[src/rtl/nalsp_pkg.sv]
`timescale 1ns / 1ps
// ----------------------------------------------------------------------------
// NAL splitter package
// Shared types and constants for the Annex-B NAL unit splitter.
// ----------------------------------------------------------------------------
package nalsp_pkg;

  localparam logic [7:0] START_BYTE = 8'h01;
  localparam logic [7:0] EPB_BYTE   = 8'h03;
  localparam logic [7:0] ZERO_BYTE  = 8'h00;

  // Command queue between the front and back ends.
  localparam int CMD_DEPTH = 4;
  localparam int CMD_PTR_W = $clog2(CMD_DEPTH);
  localparam int CMD_CNT_W = $clog2(CMD_DEPTH + 1);

  // One command: commit zero_cnt held zeros, then optionally the byte itself,
  // then optionally close the NAL unit. The header travels with the command.
  typedef struct packed {
    logic [7:0]  data;
    logic [1:0]  zero_cnt;
    logic        commit_data;
    logic        finish;
    logic [15:0] header;
  } cmd_t;

  typedef struct packed {
    logic                 empty;
    logic                 full;
    logic [CMD_CNT_W-1:0] count;
  } queue_stat_t;

  typedef struct packed {
    logic [7:0] rbsp_byte;
    logic [5:0] nal_type;
    logic [5:0] nuh_layer;
    logic [2:0] tid_plus1;
    logic       forbidden_bit;
    logic       first_of_nal;
    logic       last_of_nal;
  } out_item_t;

endpackage

[src/rtl/nalsp_front.sv]
`timescale 1ns / 1ps
// ----------------------------------------------------------------------------
// NAL splitter front end
// Finds start codes, captures the NAL header, counts held-back zeros and
// turns accepted bytes into commit commands for the back end.
// ----------------------------------------------------------------------------
module nalsp_front
  import nalsp_pkg::*;
(
  input  logic       clk,
  input  logic       rst_n,
  input  logic       accept,
  input  logic [7:0] data_byte,
  input  logic       end_of_buffer,
  output logic       cmd_push,
  output cmd_t       cmd
);

  logic        in_nal_r, in_nal_nxt;
  logic [1:0]  run_r, run_nxt;
  logic [15:0] header_r, header_nxt;
  logic [1:0]  nal_len_r, nal_len_nxt;
  logic [1:0]  held_r, held_nxt;

  logic       is_zero;
  logic [1:0] run_sat;
  logic       end_start;

  assign is_zero   = (data_byte == ZERO_BYTE);
  assign run_sat   = is_zero ? ((run_r == 2'd3) ? 2'd3 : run_r + 2'd1) : 2'd0;
  assign end_start = in_nal_r && (data_byte == START_BYTE) && (nal_len_r == 2'd3)
                     && (run_r >= 2'd2);

  always_comb begin
    in_nal_nxt       = in_nal_r;
    run_nxt          = run_r;
    header_nxt       = header_r;
    nal_len_nxt      = nal_len_r;
    held_nxt         = held_r;
    cmd.data         = data_byte;
    cmd.zero_cnt     = 2'd0;
    cmd.commit_data  = 1'b0;
    cmd.finish       = 1'b0;
    cmd.header       = header_r;

    if (!in_nal_r) begin
      if ((data_byte == START_BYTE) && (run_r >= 2'd2)) begin
        in_nal_nxt  = 1'b1;
        run_nxt     = 2'd0;
        header_nxt  = 16'd0;
        nal_len_nxt = 2'd0;
        held_nxt    = 2'd0;
      end else begin
        run_nxt = run_sat;
      end
    end else if (end_start) begin
      // Two start-code zeros are dropped, and a third one before them too.
      if ((held_r == 2'd3) && (run_r == 2'd2)) begin
        cmd.zero_cnt = 2'd1;
      end
      cmd.finish  = 1'b1;
      run_nxt     = 2'd0;
      header_nxt  = 16'd0;
      nal_len_nxt = 2'd0;
      held_nxt    = 2'd0;
    end else begin
      case (nal_len_r)
        2'd0: begin
          header_nxt = {data_byte, header_r[7:0]};
        end
        2'd1: begin
          header_nxt = {header_r[15:8], data_byte};
        end
        default: begin
          if (is_zero) begin
            if (end_of_buffer) begin
              cmd.zero_cnt    = held_r;
              cmd.commit_data = 1'b1;
            end else if (held_r == 2'd3) begin
              cmd.zero_cnt = 2'd1;
            end else begin
              held_nxt = held_r + 2'd1;
            end
          end else begin
            cmd.zero_cnt    = held_r;
            cmd.commit_data = 1'b1;
            held_nxt        = 2'd0;
          end
        end
      endcase
      if (end_of_buffer) begin
        cmd.finish = 1'b1;
      end
      run_nxt     = run_sat;
      nal_len_nxt = (nal_len_r == 2'd3) ? 2'd3 : nal_len_r + 2'd1;
    end

    if (end_of_buffer) begin
      in_nal_nxt  = 1'b0;
      run_nxt     = 2'd0;
      header_nxt  = 16'd0;
      nal_len_nxt = 2'd0;
      held_nxt    = 2'd0;
    end
  end

  assign cmd_push = accept && ((cmd.zero_cnt != 2'd0) || cmd.commit_data || cmd.finish);

  always_ff @(posedge clk) begin
    if (!rst_n) begin
      in_nal_r  <= 1'b0;
      run_r     <= 2'd0;
      header_r  <= 16'd0;
      nal_len_r <= 2'd0;
      held_r    <= 2'd0;
    end else if (accept) begin
      in_nal_r  <= in_nal_nxt;
      run_r     <= run_nxt;
      header_r  <= header_nxt;
      nal_len_r <= nal_len_nxt;
      held_r    <= held_nxt;
    end
  end

endmodule

[src/rtl/nalsp_cmd_queue.sv]
`timescale 1ns / 1ps
// ----------------------------------------------------------------------------
// NAL splitter command queue
// Small register FIFO that decouples the front end from the back end.
// ----------------------------------------------------------------------------
module nalsp_cmd_queue
  import nalsp_pkg::*;
(
  input  logic        clk,
  input  logic        rst_n,
  input  logic        push,
  input  cmd_t        push_cmd,
  input  logic        pop,
  output cmd_t        head,
  output queue_stat_t stat
);

  cmd_t                 mem_r [CMD_DEPTH];
  logic [CMD_PTR_W-1:0] wr_ptr_r;
  logic [CMD_PTR_W-1:0] rd_ptr_r;
  logic [CMD_CNT_W-1:0] count_r;
  logic                 do_push;
  logic                 do_pop;

  assign stat.empty = (count_r == '0);
  assign stat.full  = (count_r == CMD_CNT_W'(CMD_DEPTH));
  assign stat.count = count_r;
  assign head       = mem_r[rd_ptr_r];
  assign do_push    = push && !stat.full;
  assign do_pop     = pop && !stat.empty;

  always_ff @(posedge clk) begin
    if (do_push) begin
      mem_r[wr_ptr_r] <= push_cmd;
    end
  end

  always_ff @(posedge clk) begin
    if (!rst_n) begin
      wr_ptr_r <= '0;
      rd_ptr_r <= '0;
      count_r  <= '0;
    end else begin
      if (do_push) begin
        wr_ptr_r <= wr_ptr_r + CMD_PTR_W'(1);
      end
      if (do_pop) begin
        rd_ptr_r <= rd_ptr_r + CMD_PTR_W'(1);
      end
      if (do_push && !do_pop) begin
        count_r <= count_r + CMD_CNT_W'(1);
      end else if (do_pop && !do_push) begin
        count_r <= count_r - CMD_CNT_W'(1);
      end
    end
  end

endmodule

[src/rtl/nalsp_back.sv]
`timescale 1ns / 1ps
// ----------------------------------------------------------------------------
// NAL splitter back end
// Steps through commands one commit per cycle while the result FIFO has room,
// removes emulation prevention bytes, marks first and last bytes and fills it.
// ----------------------------------------------------------------------------
module nalsp_back
  import nalsp_pkg::*;
(
  input  logic      clk,
  input  logic      rst_n,
  input  logic      cmd_valid,
  input  cmd_t      cmd,
  output logic      cmd_pop,
  input  logic      out_pop,
  output logic      out_empty,
  output out_item_t out_item
);

  logic [2:0] step_r;
  logic [1:0] epb_run_r;
  logic       pend_valid_r;
  logic [7:0] pend_byte_r;
  logic       first_r;

  out_item_t  fifo_r [2];
  logic       wr_ptr_r;
  logic       rd_ptr_r;
  logic [1:0] fifo_cnt_r;

  logic [2:0] total_ops;
  logic       op_zero;
  logic       op_data;
  logic       op_finish;
  logic       last_op;
  logic [7:0] commit_val;
  logic       epb_skip;
  logic       space;
  logic       step;
  logic       emit;
  logic       pop_fire;
  out_item_t  new_item;

  assign total_ops  = {1'b0, cmd.zero_cnt} + {2'b00, cmd.commit_data} + {2'b00, cmd.finish};
  assign op_zero    = (step_r < {1'b0, cmd.zero_cnt});
  assign op_data    = !op_zero && cmd.commit_data && (step_r == {1'b0, cmd.zero_cnt});
  assign op_finish  = !op_zero && !op_data;
  assign last_op    = ((step_r + 3'd1) == total_ops);
  assign commit_val = op_zero ? ZERO_BYTE : cmd.data;
  assign epb_skip   = (epb_run_r == 2'd2) && (commit_val == EPB_BYTE);

  assign pop_fire = out_pop && (fifo_cnt_r != 2'd0);
  assign space    = (fifo_cnt_r != 2'd2) || out_pop;
  assign step     = cmd_valid && space;
  assign cmd_pop  = step && last_op;
  assign emit     = step && pend_valid_r && (op_finish || !epb_skip);

  always_comb begin
    new_item.rbsp_byte     = pend_byte_r;
    new_item.nal_type      = cmd.header[14:9];
    new_item.nuh_layer     = {cmd.header[8], cmd.header[7:3]};
    new_item.tid_plus1     = cmd.header[2:0];
    new_item.forbidden_bit = cmd.header[15];
    new_item.first_of_nal  = first_r;
    new_item.last_of_nal   = op_finish;
  end

  assign out_empty = (fifo_cnt_r == 2'd0);
  assign out_item  = fifo_r[rd_ptr_r];

  always_ff @(posedge clk) begin
    if (emit) begin
      fifo_r[wr_ptr_r] <= new_item;
    end
    if (step && !op_finish && !epb_skip) begin
      pend_byte_r <= commit_val;
    end
  end

  always_ff @(posedge clk) begin
    if (!rst_n) begin
      step_r       <= 3'd0;
      epb_run_r    <= 2'd0;
      pend_valid_r <= 1'b0;
      first_r      <= 1'b1;
      wr_ptr_r     <= 1'b0;
      rd_ptr_r     <= 1'b0;
      fifo_cnt_r   <= 2'd0;
    end else begin
      if (step) begin
        step_r <= last_op ? 3'd0 : step_r + 3'd1;
        if (op_finish) begin
          epb_run_r    <= 2'd0;
          pend_valid_r <= 1'b0;
          first_r      <= 1'b1;
        end else if (epb_skip) begin
          epb_run_r <= 2'd0;
        end else begin
          if (commit_val == ZERO_BYTE) begin
            epb_run_r <= (epb_run_r == 2'd2) ? 2'd2 : epb_run_r + 2'd1;
          end else begin
            epb_run_r <= 2'd0;
          end
          pend_valid_r <= 1'b1;
          if (pend_valid_r) begin
            first_r <= 1'b0;
          end
        end
      end
      if (emit) begin
        wr_ptr_r <= !wr_ptr_r;
      end
      if (pop_fire) begin
        rd_ptr_r <= !rd_ptr_r;
      end
      if (emit && !pop_fire) begin
        fifo_cnt_r <= fifo_cnt_r + 2'd1;
      end else if (pop_fire && !emit) begin
        fifo_cnt_r <= fifo_cnt_r - 2'd1;
      end
    end
  end

endmodule

[src/rtl/hevc_annexb_nal_splitter.sv]
`timescale 1ns / 1ps
// ----------------------------------------------------------------------------
// HEVC Annex-B NAL splitter
// Splits an Annex-B byte stream into NAL units and emits RBSP bytes with
// the decoded NAL header fields and first/last marks.
// ----------------------------------------------------------------------------
// Usage:
//   Input is a queue-style channel: drive in_data_byte and in_end_of_buffer
//   and raise in_push; the byte is taken on a clock edge where in_full is low.
//   Raise in_end_of_buffer on the last byte of a buffer to flush the current
//   NAL unit and return to start-code search.
//   Results come out of a second queue: while out_empty is low the oldest
//   RBSP byte and its header fields sit on the out_ ports; out_pop takes it.
// Throughput: one byte per cycle while in_full is low. Each request becomes at
//   most one command of one to five commits; the back end executes one commit
//   per cycle while the result queue has room.
// Every RBSP byte is held in the back end until the next surviving byte
//   (or the end of its NAL unit) is committed, so that its last mark is known,
//   and only then written to the result queue.
// Reset (rst_n low, synchronous) empties both queues and returns to search.
// When the receiver stalls, the result queue fills, the back end stops, the
//   four-entry command queue fills and in_full rises; nothing is dropped.
// ----------------------------------------------------------------------------
module hevc_annexb_nal_splitter
  import nalsp_pkg::*;
(
  input  logic       clk,
  input  logic       rst_n,
  input  logic       in_push,
  output logic       in_full,
  input  logic [7:0] in_data_byte,
  input  logic       in_end_of_buffer,
  output logic       out_empty,
  input  logic       out_pop,
  output logic [7:0] out_rbsp_byte,
  output logic [5:0] out_nal_type,
  output logic [5:0] out_nuh_layer,
  output logic [2:0] out_tid_plus1,
  output logic       out_forbidden_bit,
  output logic       out_first_of_nal,
  output logic       out_last_of_nal
);

  logic        accept;
  logic        cmd_push;
  cmd_t        front_cmd;
  cmd_t        head_cmd;
  logic        cmd_pop;
  queue_stat_t q_stat;
  out_item_t   item;

  // The front end only advances when the command queue can take a request.
  assign in_full = q_stat.full;
  assign accept  = in_push && !in_full;

  nalsp_front u_front (
    .clk           (clk),
    .rst_n         (rst_n),
    .accept        (accept),
    .data_byte     (in_data_byte),
    .end_of_buffer (in_end_of_buffer),
    .cmd_push      (cmd_push),
    .cmd           (front_cmd)
  );

  nalsp_cmd_queue u_queue (
    .clk      (clk),
    .rst_n    (rst_n),
    .push     (cmd_push),
    .push_cmd (front_cmd),
    .pop      (cmd_pop),
    .head     (head_cmd),
    .stat     (q_stat)
  );

  nalsp_back u_back (
    .clk       (clk),
    .rst_n     (rst_n),
    .cmd_valid (!q_stat.empty),
    .cmd       (head_cmd),
    .cmd_pop   (cmd_pop),
    .out_pop   (out_pop),
    .out_empty (out_empty),
    .out_item  (item)
  );

  assign out_rbsp_byte     = item.rbsp_byte;
  assign out_nal_type      = item.nal_type;
  assign out_nuh_layer     = item.nuh_layer;
  assign out_tid_plus1     = item.tid_plus1;
  assign out_forbidden_bit = item.forbidden_bit;
  assign out_first_of_nal  = item.first_of_nal;
  assign out_last_of_nal   = item.last_of_nal;

  // A command must never be produced while the queue has no room for it.
  assert property (@(posedge clk) disable iff (!rst_n) !(cmd_push && q_stat.full))
    else $error("command pushed into a full queue");

  // The back end only consumes commands that are present.
  assert property (@(posedge clk) disable iff (!rst_n) !(cmd_pop && q_stat.empty))
    else $error("command popped from an empty queue");

  // After reset both sides start empty and ready.
  assert property (@(posedge clk) !rst_n |=> (out_empty && !in_full))
    else $error("queues not cleared by reset");

endmodule
[config.mk]
export PLATFORM = sky130hd
export DESIGN_NAME = hevc_annexb_nal_splitter
export DESIGN_NICKNAME = d
export VERILOG_FILES = /design/src/rtl/nalsp_pkg.sv /design/src/rtl/nalsp_front.sv /design/src/rtl/nalsp_cmd_queue.sv /design/src/rtl/nalsp_back.sv /design/src/rtl/hevc_annexb_nal_splitter.sv
export SDC_FILE = /design/constraint.sdc
export NUM_CORES = 1
export LEC_CHECK = 0
export BUFFER_PORTS_ARGS = -buffer_cell sky130_fd_sc_hd__buf_2
export CAP_MARGIN = 20
export CORE_MARGIN = 5
export CORE_UTILIZATION = 44
export DETAILED_ROUTE_END_ITERATION = 10
export GPL_TIMING_DRIVEN = 0
export PLACE_DENSITY = 0.65
export SYNTH_ARGS = -nofsm -noshare
export SYNTH_HDL_FRONTEND = slang
export SYNTH_SLANG_ARGS = --single-unit
[constraint.sdc]
create_clock -name clk -period 5.7 [get_ports clk]
set_clock_uncertainty 0.2 [all_clocks]
set_input_delay 0.855 -clock clk [delete_from_list [all_inputs] [get_ports clk]]
set_output_delay 0.855 -clock clk [all_outputs]
set_load 0.1 [all_outputs]
[Word level (Yosys, flattened, before mapping)]
Memories as Yosys holds them, arrays and structs flattened. A register that Yosys moved wholly into a read port is not among the register bits.
Cells that the tools add are included.
Cells by class
  $add $sub $neg: 13
  magnitude comparators: 2
  equal/unequal tests: 19
  mux-type cells: 58
  reductions and logical operators: 58
Operators with widths (number)
  $mux 16: 4
  $mux 2: 27
  $pmux 16 s2: 1
  $logic_and 1x1->1: 24
  $ne 4x4->1 const B: 5
  $mux 1: 19
  $logic_not 8->1: 2
  $mux 3: 5
  $add 2x1->2 const B: 7
  $logic_not 1->1: 12
  $reduce_and 4->1: 3
  $eq 2x2->1 const B: 5
  $reduce_bool 2->1: 5
  $eq 8x1->1 const B: 1
  $eq 8x2->1 const B: 1
  $mux 8: 1
  $add 3x1->3 const B: 2
  $ne 5x5->1 const B: 1
  $logic_not 2->1: 2
  $logic_or 1x1->1: 4
  $mux 4: 1
  $reduce_and 2->1: 2
  $add 2x1->3: 1
  $add 3x1->3: 1
  14 further kinds: 14
Word-level totals
  flip-flop bits (word level): 49
  bits in writable memories: 164
  bits of input ports: 13
  output and inout bits: 28
  memories kept: 2
Memory list
  u_queue.mem_r: words 4, bits a word 28, rd ports 1, clocked after memory_dff 1, write ports 1, RTL line nalsp_cmd_queue.sv:18  | cmd_t mem_r [CMD_DEPTH];
  u_back.fifo_r: words 2, bits a word 26, rd ports 1, clocked after memory_dff 1, write ports 1, RTL line nalsp_back.sv:26  | out_item_t fifo_r [2];

[Logic depth before layout (Yosys ltp)]
  depth in word-level cells: 16
  gate-level depth with buffers: 15
  gate-level depth less buffers: 12

[By module]
Synthesis repeated with hierarchy kept, for this count alone.
Unflattened totals
  cell total of the unflattened synthesis: 524
  area, all modules: 8849.7 µm²
Modules (own cells, without submodules)
  nalsp_cmd_queue: times used 1, cells each 194, area an instance 4571.9 µm², seq. area each 3543.4 µm²
  nalsp_back: times used 1, cells each 190, area an instance 3010.4 µm², seq. area each 2042.0 µm²
  nalsp_front: times used 1, cells each 138, area an instance 1249.9 µm², seq. area each 460.4 µm²
  hevc_annexb_nal_splitter: times used 1, cells each 2, area an instance 17.5 µm², seq. area each 0.0 µm²

[Worst setup path before layout]
No wires, ideal clock.
  path type: register to register
  from: reg u_queue.count_r[0]
  to: reg u_queue.count_r[2]
  arrival: 4.241 ns
  required time: 5.430 ns
  slack: 1.189 ns
  stages on the path, launching flop included: 11
  path buffers: 1
  cells stage by stage: dfxtp_1 nor3b_1 nand2b_1 clkbuf_1 a211oi_2 ha_1 inv_1 fa_1 xor2_1 or3_1 a21oi_1
On the way
  cells in the longest elaborated chain, start to end: 8
  elaborated cells on any way between the ends: 19
  those cells by class: add/sub (2); eq/ne (1); mux (2); reduce/logical (14)
Ends and longest elaborated chain
  start, declared: RTL line nalsp_cmd_queue.sv:21  | logic [CMD_CNT_W-1:0] count_r;
  start signal, assigned: RTL line nalsp_cmd_queue.sv:51  | count_r <= count_r + CMD_CNT_W'(1);
  start signal, assigned: RTL line nalsp_cmd_queue.sv:53  | count_r <= count_r - CMD_CNT_W'(1);
  $eq 3x3->1 *: RTL line nalsp_cmd_queue.sv:26  | assign stat.full = (count_r == CMD_CNT_W'(CMD_DEPTH));
  net in_full: RTL line hevc_annexb_nal_splitter.sv:30  | output logic in_full,
  $logic_not 1->1 *: RTL line nalsp_cmd_queue.sv:29, hevc_annexb_nal_splitter.sv:54
  $logic_and 1x1->1: RTL line hevc_annexb_nal_splitter.sv:54  | assign accept = in_push && !in_full;
  $logic_and 1x1->1: RTL line nalsp_front.sv:107  | assign cmd_push = accept && ((cmd.zero_cnt != 2'd0) || cmd.commit_data || cmd.finish);
  $logic_and 1x1->1 *: RTL line nalsp_cmd_queue.sv:29  | assign do_push = push && !stat.full;
  net u_queue.do_push: RTL line nalsp_cmd_queue.sv:22  | logic do_push;
  $logic_not 1->1: RTL line nalsp_cmd_queue.sv:52  | end else if (do_pop && !do_push) begin
  $logic_and 1x1->1: RTL line nalsp_cmd_queue.sv:52
  $reduce_bool 2->1 (no source line)
Mark *: on every way through the listed nets, which the timed path passes. The rest lies on a longest branch. The select of a mux whose other input is x is not followed.
A chain may end at the register's enable or synchronous reset.

==> flow_summary.html <==
<table>
<tr><th>Metric</th><th>Value</th></tr>
<tr><th colspan="2">Outcome</th></tr>
<tr><td>Outcome</td><td>finished, final reports clean</td></tr>
<tr><th colspan="2">STA</th></tr>
<tr><td>Relative slew margins</td><td>33.29%</td></tr>
<tr><td>Slew @ Worst Pin</td><td>998.5 ps</td></tr>
<tr><td>Worst hold slack</td><td>240.1 ps</td></tr>
<tr><td>Hold Violations, Final</td><td>0</td></tr>
<tr><td>Portion of the clock cycle consumed by the worst path in the final layout</td><td>90.23%</td></tr>
<tr><td>Number of failing setup endpoints in the final timing report</td><td>0</td></tr>
<tr><td>Unrepaired setup endpoints after global routing</td><td>no</td></tr>
<tr><td>Max Fclk</td><td>0.1944 GHz</td></tr>
<tr><td>Setup tns final</td><td>0 ps</td></tr>
<tr><td>Min Clock Period, post-route</td><td>5143 ps</td></tr>
<tr><td>Number of slew-limit violations in the final report</td><td>0</td></tr>
<tr><th colspan="2">Global route</th></tr>
<tr><td>Met1 routing resource usage after global routing</td><td>18.45%</td></tr>
<tr><td>Global-route wire length before repair</td><td>24.50 mm</td></tr>
<tr><td>Maximum number of pins on one net before global-route repair</td><td>29</td></tr>
<tr><td>Grt peak-use layer</td><td>met2</td></tr>
<tr><td>Number of global-route vias before repair</td><td>4472</td></tr>
<tr><td>Antenna violations before repair</td><td>0</td></tr>
<tr><td>Total routing resource utilization after global routing</td><td>14.22%</td></tr>
<tr><td>Global-route met2 utilization</td><td>24.69%</td></tr>
<tr><td>Remaining global-route overflow</td><td>0</td></tr>
<tr><td>Global-route met3 utilization</td><td>2.856%</td></tr>
<tr><th colspan="2">Clock network</th></tr>
<tr><td>Post-CTS setup-driven buffer insertion count</td><td>0</td></tr>
<tr><td>Number of buffers created by CTS</td><td>23</td></tr>
<tr><td>Count of cells resized by post-cts repair</td><td>0</td></tr>
<tr><td>Sink Count</td><td>216</td></tr>
<tr><td>TritonCTS clock tree</td><td>yes</td></tr>
<tr><td>Root buffer selected by CTS</td><td>sky130_fd_sc_hd__clkbuf_16</td></tr>
<tr><td>Worst-Skew Late Latency</td><td>500 ps</td></tr>
<tr><td>Bufs on Longest Clock Path</td><td>3</td></tr>
<tr><td>Clk slew on worst S/H paths</td><td>60 ps</td></tr>
<tr><td>H-Tree Depth</td><td>1</td></tr>
<tr><td>Hold-fix buffer count after cts</td><td>0</td></tr>
<tr><th colspan="2">Placed design</th></tr>
<tr><td>Area after DPL</td><td>0.009041 mm^2</td></tr>
<tr><td>Number of buffer cells added on primary ports</td><td>40</td></tr>
<tr><td>Gpl congestion</td><td>0.7687</td></tr>
<tr><td>HPWL Detailed</td><td>10.03 mm</td></tr>
<tr><th colspan="2">Detailed routing</th></tr>
<tr><td>Number of iterations in the first detailed-routing pass</td><td>4</td></tr>
<tr><td>Post-route antenna net violation count</td><td>0</td></tr>
<tr><td>Violation count after the first detailed-routing iteration</td><td>223</td></tr>
<tr><td>Via total after detailed routing</td><td>4292</td></tr>
<tr><td>Vias per Instance</td><td>5.110</td></tr>
<tr><td>DRC violations left</td><td>0</td></tr>
<tr><td>Final WL</td><td>15.31 mm</td></tr>
<tr><td>Routed length per instance</td><td>18.22 um</td></tr>
<tr><th colspan="2">Worst hold path</th></tr>
<tr><td>Hold WC Path Type</td><td>reg2reg</td></tr>
<tr><td>Hold path startpoint</td><td>u_back.pend_byte_r[5]</td></tr>
<tr><th colspan="2">Critical path</th></tr>
<tr><td>Endpoint required time on the critical path</td><td>5920 ps</td></tr>
<tr><td>Cell repeated most along the worst path</td><td>sky130_fd_sc_hd__clkbuf_1</td></tr>
<tr><td>Arrival @ worst endpoint</td><td>5370 ps</td></tr>
<tr><td>Cells along the critical path</td><td>clkbuf_1 -&gt; clkbuf_1 -&gt; clkbuf_1 -&gt; mux4_2 -&gt; fa_1 -&gt; ha_1 -&gt; xor2_1 -&gt; nor2_1 -&gt; nand3_1 -&gt; ha_1 -&gt; inv_1 -&gt; fa_1 -&gt; xor2_1 -&gt; or3_1 -&gt; a21oi_1</td></tr>
<tr><td>Worst Path Class, Setup</td><td>reg2reg</td></tr>
<tr><td>Cell type of the slowest stage on the worst timing path</td><td>sky130_fd_sc_hd__clkbuf_1</td></tr>
<tr><td>Critical path launch point type</td><td>flop</td></tr>
<tr><td>CP Max Fanout</td><td>10</td></tr>
<tr><td>Slowest Stage Delay on Critical Path</td><td>600 ps</td></tr>
<tr><td>Category of the worst setup path capture point</td><td>flop</td></tr>
<tr><th colspan="2">Die</th></tr>
<tr><td>Row Count</td><td>50</td></tr>
<tr><td>Floorplan die height</td><td>148.9 um</td></tr>
<tr><td>Floorplan core area</td><td>0.01883 mm^2</td></tr>
<tr><td>Effective utilization at floorplan</td><td>45.10%</td></tr>
<tr><td>Die Outline Area</td><td>0.02218 mm^2</td></tr>
<tr><td>I/O pin count</td><td>41</td></tr>
<tr><td>Horizontal die dimension</td><td>148.9 um</td></tr>
<tr><th colspan="2">Finish</th></tr>
<tr><td>Number of nets at the end of the flow</td><td>591</td></tr>
<tr><td>Share of final-layout standard cells stronger than drive strength 1</td><td>26.55%</td></tr>
<tr><td>Layout-stage area growth over the synthesis result</td><td>15.32%</td></tr>
<tr><td>Post-route cell area</td><td>0.009794 mm^2</td></tr>
<tr><td>ANT cells</td><td>0</td></tr>
<tr><th colspan="2">Yosys</th></tr>
<tr><td>Number of nets in the synthesized netlist</td><td>524</td></tr>
<tr><td>Count of flip-flops with a built-in enable after synthesis</td><td>172</td></tr>
<tr><td>Post-synthesis instance area</td><td>0.008493 mm^2</td></tr>
<tr><td>Mean post-synth cell area</td><td>17.12 um^2</td></tr>
<tr><td>Top post-synthesis cells by area</td><td>sky130_fd_sc_hd__edfxtp_1 (61%), sky130_fd_sc_hd__dfxtp_1 (10%), sky130_fd_sc_hd__mux4_2 (7.4%)</td></tr>
<tr><td>Proportion of netlist area held by the largest area contributor</td><td>60.81%</td></tr>
<tr><td>Yosys top cell by area</td><td>sky130_fd_sc_hd__edfxtp_1</td></tr>
<tr><td>Sequential element share of the synthesized area</td><td>71.18%</td></tr>
<tr><td>FFs w/ async S/R, synth</td><td>0%</td></tr>
<tr><td>Most frequent cell after synthesis</td><td>sky130_fd_sc_hd__edfxtp_1</td></tr>
<tr><td>Cell count after synthesis</td><td>496</td></tr>
<tr><td>Count of state elements after synthesis</td><td>216</td></tr>
<tr><td>Post-synthesis cell type count</td><td>53</td></tr>
<tr><td>Most used flip-flop cell after synthesis</td><td>sky130_fd_sc_hd__edfxtp_1</td></tr>
<tr><td>Most common library cells after synthesis</td><td>sky130_fd_sc_hd__edfxtp_1 (172), sky130_fd_sc_hd__dfxtp_1 (44), sky130_fd_sc_hd__mux4_2 (28), sky130_fd_sc_hd__nand2_1 (27), sky130_fd_sc_hd__mux2_2 (26)</td></tr>
<tr><td>Warnings, synthesis</td><td>0</td></tr>
<tr><th colspan="2">Pwr</th></tr>
<tr><td>Power Dens Cells</td><td>333.1 mW/mm^2</td></tr>
<tr><td>Worst vdd ir</td><td>0.0001899 V</td></tr>
<tr><td>Static Leakage</td><td>3.294 nW</td></tr>
<tr><th colspan="2">Flow run</th></tr>
<tr><td>Number of max-cap violations</td><td>0</td></tr>
</table>
logic make-up (layout without fill, tap and decap cells):
kind of cell	Yosys count	count (layout)	share of synthesized area, %
AOI/OAI and AO/OA	49	49	4.434
xor gates and xnor gates	14	14	1.444
adders and majority gates	15	15	2.387
buffers and inverters	36	120	1.886
DFF	216	216	71.18
muxes	64	64	12.05
and+or+nand+nor	102	102	6.615
power breakdown:
group	internal (mW)	switching (mW)
Sequential	1.69	0.00300
Clock	0.825	0.570
Combinational	0.0371	0.143
Total	2.55	0.715
sequential cells by signal, summed over array words and instances, names as in the netlist, 2 cells and up, named ones only:
register	count
u_front.header_r	16
u_queue.rd_ptr_r	2
u_back.epb_run_r	2
u_front.held_r	2
u_back.pend_byte_r	8
u_back.fifo_r	52
u_front.nal_len_r	2
u_back.fifo_cnt_r	2
u_queue.wr_ptr_r	2
u_front.run_r	2
u_queue.count_r	3
u_queue.mem_r	112
u_back.step_r	3
metrics by stage:
stage	std cells	setup WS (ps)	utilization, %	power, mW
final	840	557.1	52.01	3.262
after floorplan	496	1189	-	1.863
after CTS	839	440.9	51.87	3.295
after global routing	840	217.5	52.01	3.375
after global placement	796	48.13	47.89	1.900
after detailed placement	797	463.7	48.01	1.902
worst max-delay path, delay by kind of cell (launching register included):
kind                       cells  cell delay [ps]
buffers and inverters          4             1760
adders and majority gates      4             1320
and+or+nand+nor                3              560
muxes                          1              460
xor gates and xnor gates       2              310
DFF                            1              300
AOI/OAI and AO/OA              1              150
layout make-up:
type                            count  area, um^2
Timing Repair Buffer               42       242.7
Tap cell                          260       325.3
Multi-Input combinational cell    244        2295
Sequential cell                   216        6046
Inverter                           16       60.06
Buffer                             20       100.1
Fill cell                        1536        9036
Clock buffer                       32       671.9
Clock inverter                     10       53.80
placed cells by master, fill, tap and decap left out, drive strengths merged, types with 5 or more instances in the layout:
cell,Yosys,layout
a21oi,13,13
and2,7,7
buf,6,48
a22o,8,8
ha,13,13
dfxtp,44,44
xor2,10,10
o21ai,5,5
nor2,24,24
inv,16,17
or3,5,5
clkbuf,14,46
edfxtp,172,172
clkinv,0,8
nor3,6,6
nand2,27,27
mux2i,10,10
nor2b,11,11
mux4,28,28
nand3,6,6
mux2,26,26
final timing paths:
kind                                             end  slack, ps  cells past startpoint
worst max-delay path              u_queue.count_r[2]        560                     15
worst min register to register  u_back.fifo_r[0][23]        240                      0
worst max register to register    u_queue.count_r[2]        560                     15
worst min-delay path            u_back.fifo_r[0][23]        240                      0
metal layers:
layer  up-vias  share of wire [%]
met2        81                 51
li1       2047                  -
met1      2150                 43
met3        14                5.0
met4         0                1.3
met5         -                  0
(Power assumes the default switching activity.)
